==> src/rtl/kst_pkg.sv <==
// ----------------------------------------------------------------------------
// kst_pkg: shared types and constants of the keyed slot table
// Request and response beats, request and status codes, sequencer states and
// the compare unit's result.
// ----------------------------------------------------------------------------
`default_nettype none

package kst_pkg;

  localparam int KEY_W = 32;
  localparam int PAY_W = 32;
  localparam int CNT_W = 6;

  localparam logic [KEY_W-1:0] INVALID_KEY = '1;

  typedef enum logic [1:0] {
    REQ_ADD,
    REQ_FIND,
    REQ_REMOVE,
    REQ_SORT
  } req_e;

  typedef enum logic [1:0] {
    ST_OK,
    ST_NOT_FOUND,
    ST_FULL,
    ST_BAD_KEY
  } status_e;

  typedef enum logic [2:0] {
    S_IDLE,
    S_SCAN,
    S_SHIFT,
    S_SORT_HLD,
    S_SORT_CMP,
    S_SORT_PUT
  } state_e;

  typedef struct packed {
    req_e             req_type;
    logic [KEY_W-1:0] key;
    logic [PAY_W-1:0] payload_in;
  } req_t;

  typedef struct packed {
    status_e          status;
    logic             found;
    logic [PAY_W-1:0] payload_out;
    logic [CNT_W-1:0] entry_count;
    logic             is_sorted;
  } rsp_t;

  typedef struct packed {
    logic eq;
    logic gt;
  } cmp_t;

endpackage

`default_nettype wire

==> src/rtl/kst_mem.sv <==
// ----------------------------------------------------------------------------
// kst_mem: entry storage
// Key and payload arrays, one write port and one read port, read data
// registered. Contents are undefined until written.
// ----------------------------------------------------------------------------
`default_nettype none

module kst_mem
  import kst_pkg::*;
#(
  parameter int DEPTH = 32,
  parameter int PW    = 32
) (
  input  wire logic                     clk_i,
  input  wire logic                     we_i,
  input  wire logic [$clog2(DEPTH)-1:0] waddr_i,
  input  wire logic [KEY_W-1:0]         wkey_i,
  input  wire logic [PW-1:0]            wpay_i,
  input  wire logic [$clog2(DEPTH)-1:0] raddr_i,
  output      logic [KEY_W-1:0]         rkey_o,
  output      logic [PW-1:0]            rpay_o
);

  logic [KEY_W-1:0] key_mem [DEPTH];
  logic [PW-1:0]    pay_mem [DEPTH];

  always_ff @(posedge clk_i) begin
    if (we_i) begin
      key_mem[waddr_i] <= wkey_i;
      pay_mem[waddr_i] <= wpay_i;
    end
  end

  always_ff @(posedge clk_i) begin
    rkey_o <= key_mem[raddr_i];
    rpay_o <= pay_mem[raddr_i];
  end

endmodule

`default_nettype wire

==> src/rtl/kst_cmp.sv <==
// ----------------------------------------------------------------------------
// kst_cmp: shared key compare unit
// Equality for the search walk, unsigned greater-than for the sort.
// ----------------------------------------------------------------------------
`default_nettype none

module kst_cmp
  import kst_pkg::*;
(
  input  wire logic [KEY_W-1:0] a_i,
  input  wire logic [KEY_W-1:0] b_i,
  output      cmp_t             res_o
);

  assign res_o.eq = (a_i == b_i);
  assign res_o.gt = (a_i > b_i);

endmodule

`default_nettype wire

==> src/rtl/keyed_slot_table.sv <==
// Add, a refused request, and a search of an empty table give the result strobe
//   in the cycle after the accept; find and remove walk the table entry by entry.
// Sort is an insertion sort through the single memory port pair: each entry is
//   held, larger neighbours move up one place each, and the held entry is placed.
// One request at a time; busy is high while the sequencer walks the table.
// Reset clears the entry count and sorted flag at once; storage is not cleared.
// ----------------------------------------------------------------------------
// keyed_slot_table: bounded key/payload table with search, remove and sort
// A small sequencer drives one memory port pair and one shared key compare.
// ----------------------------------------------------------------------------
`default_nettype none

module keyed_slot_table
  import kst_pkg::*;
#(
  parameter int TABLE_DEPTH  = 32,
  parameter int PAYLOAD_BITS = 32
) (
  input  wire logic clk_i,
  input  wire logic rst_ni,
  input  wire logic start,
  output      logic busy,
  input  wire req_t req_i,
  output      rsp_t rsp_o,
  output      logic done_o
);

  // Address and count widths; the count must hold TABLE_DEPTH itself.
  localparam int AW = $clog2(TABLE_DEPTH);
  localparam int CW = $clog2(TABLE_DEPTH + 1);
  // Stored payload width: the beat carries at most PAY_W bits.
  localparam int SW = (PAYLOAD_BITS < PAY_W) ? PAYLOAD_BITS : PAY_W;

  localparam logic [CW-1:0] DEPTH_C  = CW'(TABLE_DEPTH);
  localparam logic [CW-1:0] CNT_ONE  = CW'(1);
  localparam logic [AW-1:0] ADDR_ONE = AW'(1);

  // Sequencer state
  state_e          state_q, state_d;
  logic [CW-1:0]   cnt_q, cnt_d;
  logic            sorted_q, sorted_d;
  logic            is_rm_q, is_rm_d;
  // Operand key: request key during a search, held key during a sort pass.
  logic [KEY_W-1:0] op_key_q, op_key_d;
  logic [SW-1:0]    hold_pay_q, hold_pay_d;
  // Read pointer and the index of the beat now in the read register.
  logic [CW-1:0]   rd_idx_q, rd_idx_d;
  logic            chk_vld_q, chk_vld_d;
  logic [CW-1:0]   chk_idx_q, chk_idx_d;
  // Insertion sort: outer entry and hole position.
  logic [CW-1:0]   i_q, i_d;
  logic [CW-1:0]   j_q, j_d;

  logic            done_q, done_d;
  rsp_t            rsp_q, rsp_d;

  // Memory port
  logic             mem_we;
  logic [AW-1:0]    mem_waddr;
  logic [KEY_W-1:0] mem_wkey;
  logic [SW-1:0]    mem_wpay;
  logic [AW-1:0]    mem_raddr;
  logic [KEY_W-1:0] mem_rkey;
  logic [SW-1:0]    mem_rpay;

  cmp_t            cmp;

  logic            accept;
  logic            outer_next;
  status_e         res_status;
  logic            res_found;
  logic [PAY_W-1:0] res_pay;

  logic [CW-1:0]   cnt_p1, last_idx, i_p1, i_m1, j_m1, j_m2, chk_p1, chk_m1, rd_p1;

  assign busy   = (state_q != S_IDLE);
  assign accept = start && !busy;
  assign done_o = done_q;
  assign rsp_o  = rsp_q;

  assign cnt_p1   = cnt_q + 1'b1;
  assign last_idx = cnt_q - 1'b1;
  assign i_p1     = i_q + 1'b1;
  assign i_m1     = i_q - 1'b1;
  assign j_m1     = j_q - 1'b1;
  assign j_m2     = j_q - 2'd2;
  assign chk_p1   = chk_idx_q + 1'b1;
  assign chk_m1   = chk_idx_q - 1'b1;
  assign rd_p1    = rd_idx_q + 1'b1;

  kst_mem #(
    .DEPTH (TABLE_DEPTH),
    .PW    (SW)
  ) u_mem (
    .clk_i   (clk_i),
    .we_i    (mem_we),
    .waddr_i (mem_waddr),
    .wkey_i  (mem_wkey),
    .wpay_i  (mem_wpay),
    .raddr_i (mem_raddr),
    .rkey_o  (mem_rkey),
    .rpay_o  (mem_rpay)
  );

  // Single compare unit shared by the search walk and the sort.
  kst_cmp u_cmp (
    .a_i   (mem_rkey),
    .b_i   (op_key_q),
    .res_o (cmp)
  );

  always_ff @(posedge clk_i or negedge rst_ni) begin
    if (!rst_ni) begin
      state_q   <= S_IDLE;
      cnt_q     <= '0;
      sorted_q  <= 1'b0;
      chk_vld_q <= 1'b0;
      done_q    <= 1'b0;
    end else begin
      state_q   <= state_d;
      cnt_q     <= cnt_d;
      sorted_q  <= sorted_d;
      chk_vld_q <= chk_vld_d;
      done_q    <= done_d;
    end
  end

  always_ff @(posedge clk_i) begin
    is_rm_q    <= is_rm_d;
    op_key_q   <= op_key_d;
    hold_pay_q <= hold_pay_d;
    rd_idx_q   <= rd_idx_d;
    chk_idx_q  <= chk_idx_d;
    i_q        <= i_d;
    j_q        <= j_d;
    rsp_q      <= rsp_d;
  end

  always_comb begin
    state_d    = state_q;
    cnt_d      = cnt_q;
    sorted_d   = sorted_q;
    is_rm_d    = is_rm_q;
    op_key_d   = op_key_q;
    hold_pay_d = hold_pay_q;
    rd_idx_d   = rd_idx_q;
    chk_vld_d  = 1'b0;
    chk_idx_d  = chk_idx_q;
    i_d        = i_q;
    j_d        = j_q;
    done_d     = 1'b0;
    outer_next = 1'b0;
    res_status = ST_OK;
    res_found  = 1'b0;
    res_pay    = '0;
    mem_we     = 1'b0;
    mem_waddr  = j_q[AW-1:0];
    mem_wkey   = op_key_q;
    mem_wpay   = hold_pay_q;
    mem_raddr  = rd_idx_q[AW-1:0];

    case (state_q)
      S_IDLE: begin
        // Prefetch entry 0 for a search, entry 1 for a sort.
        mem_raddr = (req_i.req_type == REQ_SORT) ? ADDR_ONE : '0;
        if (accept) begin
          op_key_d = req_i.key;
          is_rm_d  = (req_i.req_type == REQ_REMOVE);
          case (req_i.req_type)
            REQ_ADD: begin
              done_d = 1'b1;
              if (cnt_q == DEPTH_C) begin
                res_status = ST_FULL;
              end else begin
                mem_we    = 1'b1;
                mem_waddr = cnt_q[AW-1:0];
                mem_wkey  = req_i.key;
                mem_wpay  = req_i.payload_in[SW-1:0];
                cnt_d     = cnt_p1;
                sorted_d  = 1'b0;
              end
            end
            REQ_FIND, REQ_REMOVE: begin
              if (req_i.key == INVALID_KEY) begin
                done_d     = 1'b1;
                res_status = ST_BAD_KEY;
              end else if (cnt_q == '0) begin
                done_d     = 1'b1;
                res_status = ST_NOT_FOUND;
              end else begin
                state_d   = S_SCAN;
                chk_vld_d = 1'b1;
                chk_idx_d = '0;
                rd_idx_d  = CNT_ONE;
              end
            end
            default: begin
              sorted_d = 1'b1;
              if (cnt_q <= CNT_ONE) begin
                done_d = 1'b1;
              end else begin
                i_d     = CNT_ONE;
                state_d = S_SORT_HLD;
              end
            end
          endcase
        end
      end

      // One entry read per cycle; compare the beat in the read register.
      S_SCAN: begin
        if (rd_idx_q < cnt_q) begin
          chk_vld_d = 1'b1;
          chk_idx_d = rd_idx_q;
          rd_idx_d  = rd_p1;
        end
        if (chk_vld_q) begin
          if (cmp.eq) begin
            if (!is_rm_q) begin
              done_d    = 1'b1;
              res_found = 1'b1;
              res_pay   = PAY_W'(mem_rpay);
              state_d   = S_IDLE;
            end else if (chk_idx_q == last_idx) begin
              // last entry: nothing to move
              done_d    = 1'b1;
              res_found = 1'b1;
              cnt_d     = last_idx;
              state_d   = S_IDLE;
            end else begin
              mem_raddr = chk_p1[AW-1:0];
              chk_vld_d = 1'b1;
              chk_idx_d = chk_p1;
              rd_idx_d  = chk_p1 + 1'b1;
              state_d   = S_SHIFT;
            end
          end else if (chk_idx_q == last_idx) begin
            done_d     = 1'b1;
            res_status = ST_NOT_FOUND;
            state_d    = S_IDLE;
          end
        end
      end

      // Close the gap: entry k moves to k-1, one per cycle.
      S_SHIFT: begin
        if (rd_idx_q < cnt_q) begin
          chk_vld_d = 1'b1;
          chk_idx_d = rd_idx_q;
          rd_idx_d  = rd_p1;
        end
        if (chk_vld_q) begin
          mem_we    = 1'b1;
          mem_waddr = chk_m1[AW-1:0];
          mem_wkey  = mem_rkey;
          mem_wpay  = mem_rpay;
          if (chk_idx_q == last_idx) begin
            done_d    = 1'b1;
            res_found = 1'b1;
            cnt_d     = last_idx;
            state_d   = S_IDLE;
          end
        end
      end

      S_SORT_HLD: begin
        op_key_d   = mem_rkey;
        hold_pay_d = mem_rpay;
        j_d        = i_q;
        mem_raddr  = i_m1[AW-1:0];
        state_d    = S_SORT_CMP;
      end

      S_SORT_CMP: begin
        mem_we = 1'b1;
        if (cmp.gt) begin
          // larger neighbor moves up into the hole
          mem_wkey = mem_rkey;
          mem_wpay = mem_rpay;
          j_d      = j_m1;
          if (j_q == CNT_ONE) begin
            state_d = S_SORT_PUT;
          end else begin
            mem_raddr = j_m2[AW-1:0];
          end
        end else begin
          outer_next = 1'b1;
        end
      end

      S_SORT_PUT: begin
        mem_we     = 1'b1;
        outer_next = 1'b1;
      end

      default: begin
        state_d = S_IDLE;
      end
    endcase

    // Held entry placed; move on to the next outer entry or finish.
    if (outer_next) begin
      if (i_q == last_idx) begin
        done_d  = 1'b1;
        state_d = S_IDLE;
      end else begin
        i_d       = i_p1;
        mem_raddr = i_p1[AW-1:0];
        state_d   = S_SORT_HLD;
      end
    end

    rsp_d.status      = res_status;
    rsp_d.found       = res_found;
    rsp_d.payload_out = res_pay;
    rsp_d.entry_count = CNT_W'(cnt_d);
    rsp_d.is_sorted   = sorted_d;
  end

endmodule

`default_nettype wire

==> config.mk <==
export PLATFORM = sky130hd
export DESIGN_NAME = keyed_slot_table
export DESIGN_NICKNAME = d
export VERILOG_FILES = /design/src/rtl/kst_pkg.sv /design/src/rtl/kst_mem.sv /design/src/rtl/kst_cmp.sv /design/src/rtl/keyed_slot_table.sv
export SDC_FILE = /design/constraint.sdc
export NUM_CORES = 2
export LEC_CHECK = 0
export ABC_AREA = 1
export BUFFER_PORTS_ARGS = -buffer_cell sky130_fd_sc_hd__buf_4
export CORE_ASPECT_RATIO = 2
export CORE_UTILIZATION = 35
export DETAILED_ROUTE_END_ITERATION = 10
export SYNTH_ARGS = -nofsm -noshare
export SYNTH_HDL_FRONTEND = slang
export SYNTH_HIERARCHICAL = 1
export SYNTH_SLANG_ARGS = --single-unit
==> constraint.sdc <==
create_clock -name clk_i -period 8.9 [get_ports clk_i]
set_input_delay 0.445 -clock clk_i [delete_from_list [all_inputs] [get_ports clk_i]]
set_output_delay 0.445 -clock clk_i [all_outputs]
set_load 0.05 [all_outputs]
==> flow_summary.toml <==
[logic_synthesis]
cell_taking_the_most_area_after_synthesis = "sky130_fd_sc_hd__edfxtp_1"
synth.distinct_cells = 46
synth_edf_count = 2131
synth_cells = 8053
post_synth_main_area_contributors = "sky130_fd_sc_hd__edfxtp_1 (69%), sky130_fd_sc_hd__nand2_1 (11%), sky130_fd_sc_hd__nand3_1 (10%)"
mappedNetlistArea_um2 = 92700
synth-async-reset-ratio = 0.00532
synth.most_common_cell = "sky130_fd_sc_hd__nand2_1"
yosys_register_bits = 2255
synth-warning-count = 6
synth.top_cells.by_count = "sky130_fd_sc_hd__nand2_1 (2,650), sky130_fd_sc_hd__edfxtp_1 (2,131), sky130_fd_sc_hd__nand3_1 (1,923), sky130_fd_sc_hd__inv_1 (244), sky130_fd_sc_hd__buf_2 (240)"
postSynth.topFlopCell = "sky130_fd_sc_hd__edfxtp_1"
yosysSeqAreaShare = 0.718
yosys.area.top_type_share = 0.691
synthesis.area_per_instance_um2 = 11.5
synth_fp_nets = 8176

[setup_path]
critical_path_required_ns = 9.50
crit_path_max_fanout = 190
critical-path-max-stage-delay_ns = 0.69
setup.worst_path.class = "flip-flop to flip-flop"
path_delay_family = "simple AND/OR/NAND/NOR gates"
timing.critical_path.mode_cell = "sky130_fd_sc_hd__nand3_1"
worst_ep_arrival_time_ns = 6.60
path_buf_inv = 3
crit_chain = "inv_1 -> ha_1 -> nand2_1 -> nor2_1 -> nand3_1 -> nor3_4 -> nand2_1 -> nor2_1 -> nand3_1 -> nand3_1 -> nor2_1 -> nor2_4 -> inv_16 -> buf_12 -> nand2_1 -> nand3_1 -> nand3_1 -> nand3_1 -> nand3_1 -> nand2_1"
critical_path.slowest_cell = "sky130_fd_sc_hd__nor2_4"
setup_crit_start_kind = "flip-flop"
end_kind = "flip-flop"

[sta]
worst_slew_margin_rel = 0.0924
finalMaxSlewViolations = 0
fin_crit_sh = 0.674
tightestPinTransition_ns = 1.36
rsz_0062_raised_after_global_routing = "false"
clock_skew_ns = 0.102
hold_viol_final = 0
setup_tns_ns = 0
setup_viol_count_final = 0
fmaxAchievable_mhz = 167
min_tclk_post_route_ns = 6.00

[clocking]
post_cts_buffers = 0
cts_buffer_depth = 4
insertion_delay_ns = 0.88
clk_root_buffer_cell = "sky130_fd_sc_hd__clkbuf_16"
cts.clk_slew.worst_paths_ns = 0.07
tritoncts.num_buffers = 195
cts.sink_count = 2255
htree_num_levels = 4
clock_tree_from_tritoncts = "done"

[floorplanning]
die-area_um2 = 267000
core.rowCount = 266
placeableCoreArea_um2 = 263000
chipWidth_um = 366
chipHeight_um = 730
initial_core_util = 0.352
i_o_pin_total = 113

[route]
number_of_remaining_drc_errors = 0
drt_pre_antenna_iters = 9
antenna_left = 0
number_of_vias_after_detailed_routing = 63692
routedWlPerCell_um = 24.9
total_wirelength_mm = 291
viasPerCell = 5.44
dr.first_iter.drc_count = 6729

[cells_and_area]
area_growth_syn_to_layout_pct = 13.1
post_layout_nonfiller_instances = 11703
final_net_count = 8181
post_route_cells_drive_above_1_share = 0.0833

[place]
place.gp.congestion = 0.863
dp.final_hpwl_mm = 147
io_buffers = 112
placed_cells_incl_taps = 11317

[global_routing]
track_usage = 0.212
grt_antenna_before_repair = 14
grt_max_degree = 191
first_pass_grt_wire_length_mm = 419
grt_overflow_total = 0
via_count_of_the_first_global_routing_pass = 61599

[worst_hold_path]
hold_class = "input port to flip-flop"

[run_status]
run_status = "complete, no violations"

[job]
drv_cap = 0
==> stage by stage <==
step	cell area (um2)	hold slack (ns)	util	setup slack [ns]
finish	105000	0.0224	0.398	2.90
global route	105000	0.0568	0.398	2.76
CTS	105000	0.000800	0.398	3.02
detailed placement	97800	0.316	0.372	3.16
global placement	97800	0.314	0.372	3.10
floorplan	92700	0.149	-	3.39
==> cells by family (layout without fill, tap and decap cells) <==
logic type               Yosys count  after routing  share of synthesized area
other                              0              7                          0
AND/OR/NAND/NOR                 4756           4756                      0.220
buffers and inverters            748            907                     0.0370
AO/OA/AOI/OAI                    218            218                     0.0151
XOR/XNOR                          22             22                    0.00208
adder cells (fa/ha/maj)           54             54                    0.00729
flip-flops                      2255           2255                      0.718
==> worst min-delay path, stage by stage <==
cell and delay, ns:
sky130_fd_sc_hd__buf_4 0.10, sky130_fd_sc_hd__inv_1 0.05, sky130_fd_sc_hd__o21ai_0 0.14
==> metal layers <==
metal | up-vias | wire length [um] | global-route usage
met2 | 2866 | 150000 | 0.383
met3 | 716 | 19900 | 0.0237
met1 | 31879 | 107000 | 0.251
met4 | 8 | 14400 | 0.0972
li1 | 28223 | - | -
met5 | - | 42 | 0
==> state kept, by name, indices dropped and copies added, names as in the netlist <==
register       flops
u_mem/pay_mem   1024
cnt_q              6
rd_idx_q           6
done_o             1
op_key_q          32
state_q            3
hold_pay_q        32
chk_vld_q          1
u_mem/rpay_o      32
i_q                6
u_mem/rkey_o      32
chk_idx_q          6
is_rm_q            1
rsp_o             42
j_q                6
u_mem/key_mem   1024
sorted_q           1
==> final timing paths <==
path / startpoint / end / slack [ns] / depth (start not counted)
min reg2reg: u_mem/rpay_o[25] / hold_pay_q[25] / 0.44 / 0
max in group asynchronous: rst_ni / cnt_q[1] / 7.74 / 3
min in group asynchronous: rst_ni / chk_vld_q / 0.70 / 3
max reg2reg: u_mem/rkey_o[0] / u_mem/rkey_o[19] / 2.90 / 20
max: u_mem/rkey_o[0] / u_mem/rkey_o[19] / 2.90 / 20
min: req_i[46] / op_key_q[14] / 0.02 / 3
==> placed cells by master (no fill, tap or decap), drive strengths merged, types with 2 or more instances in the layout <==
cell type and n:
nor4 5, or2 5, dfxtp 112, diode 7, clkinv 51, nand2 2654
o21a 2, edfxtp 2131, o211ai 34, a31oi 6, ha 54, o21ai 78
nor2 141, dlygate4sd3 27, nand4 9, o22ai 3, a22oi 3, nand3 1924
dfrtp 12, inv 261, a21oi 38, buf 272, xnor2 5, o221ai 49
xor2 17, clkbuf 255, nor3 16, bufinv 29, clkinvlp 12
==> cell type report <==
class,instances,area [um2]
repair buffers,299,2930
flip-flops and latches,2255,66500
clock buffers,255,5370
well taps,3484,4360
inverters,257,1010
clock inverters,96,1260
fillers,24767,158000
multi-input cells,5050,23300
diodes,7,17.5
==> timing repair <==
action	CTS	global route
endpoints found under the hold margin	37	0
hold buffers	27	0
resized for setup	0	0
Power is not shown: default switching activity piles up to over one toggle a cycle in this logic, so the estimate is an artifact.
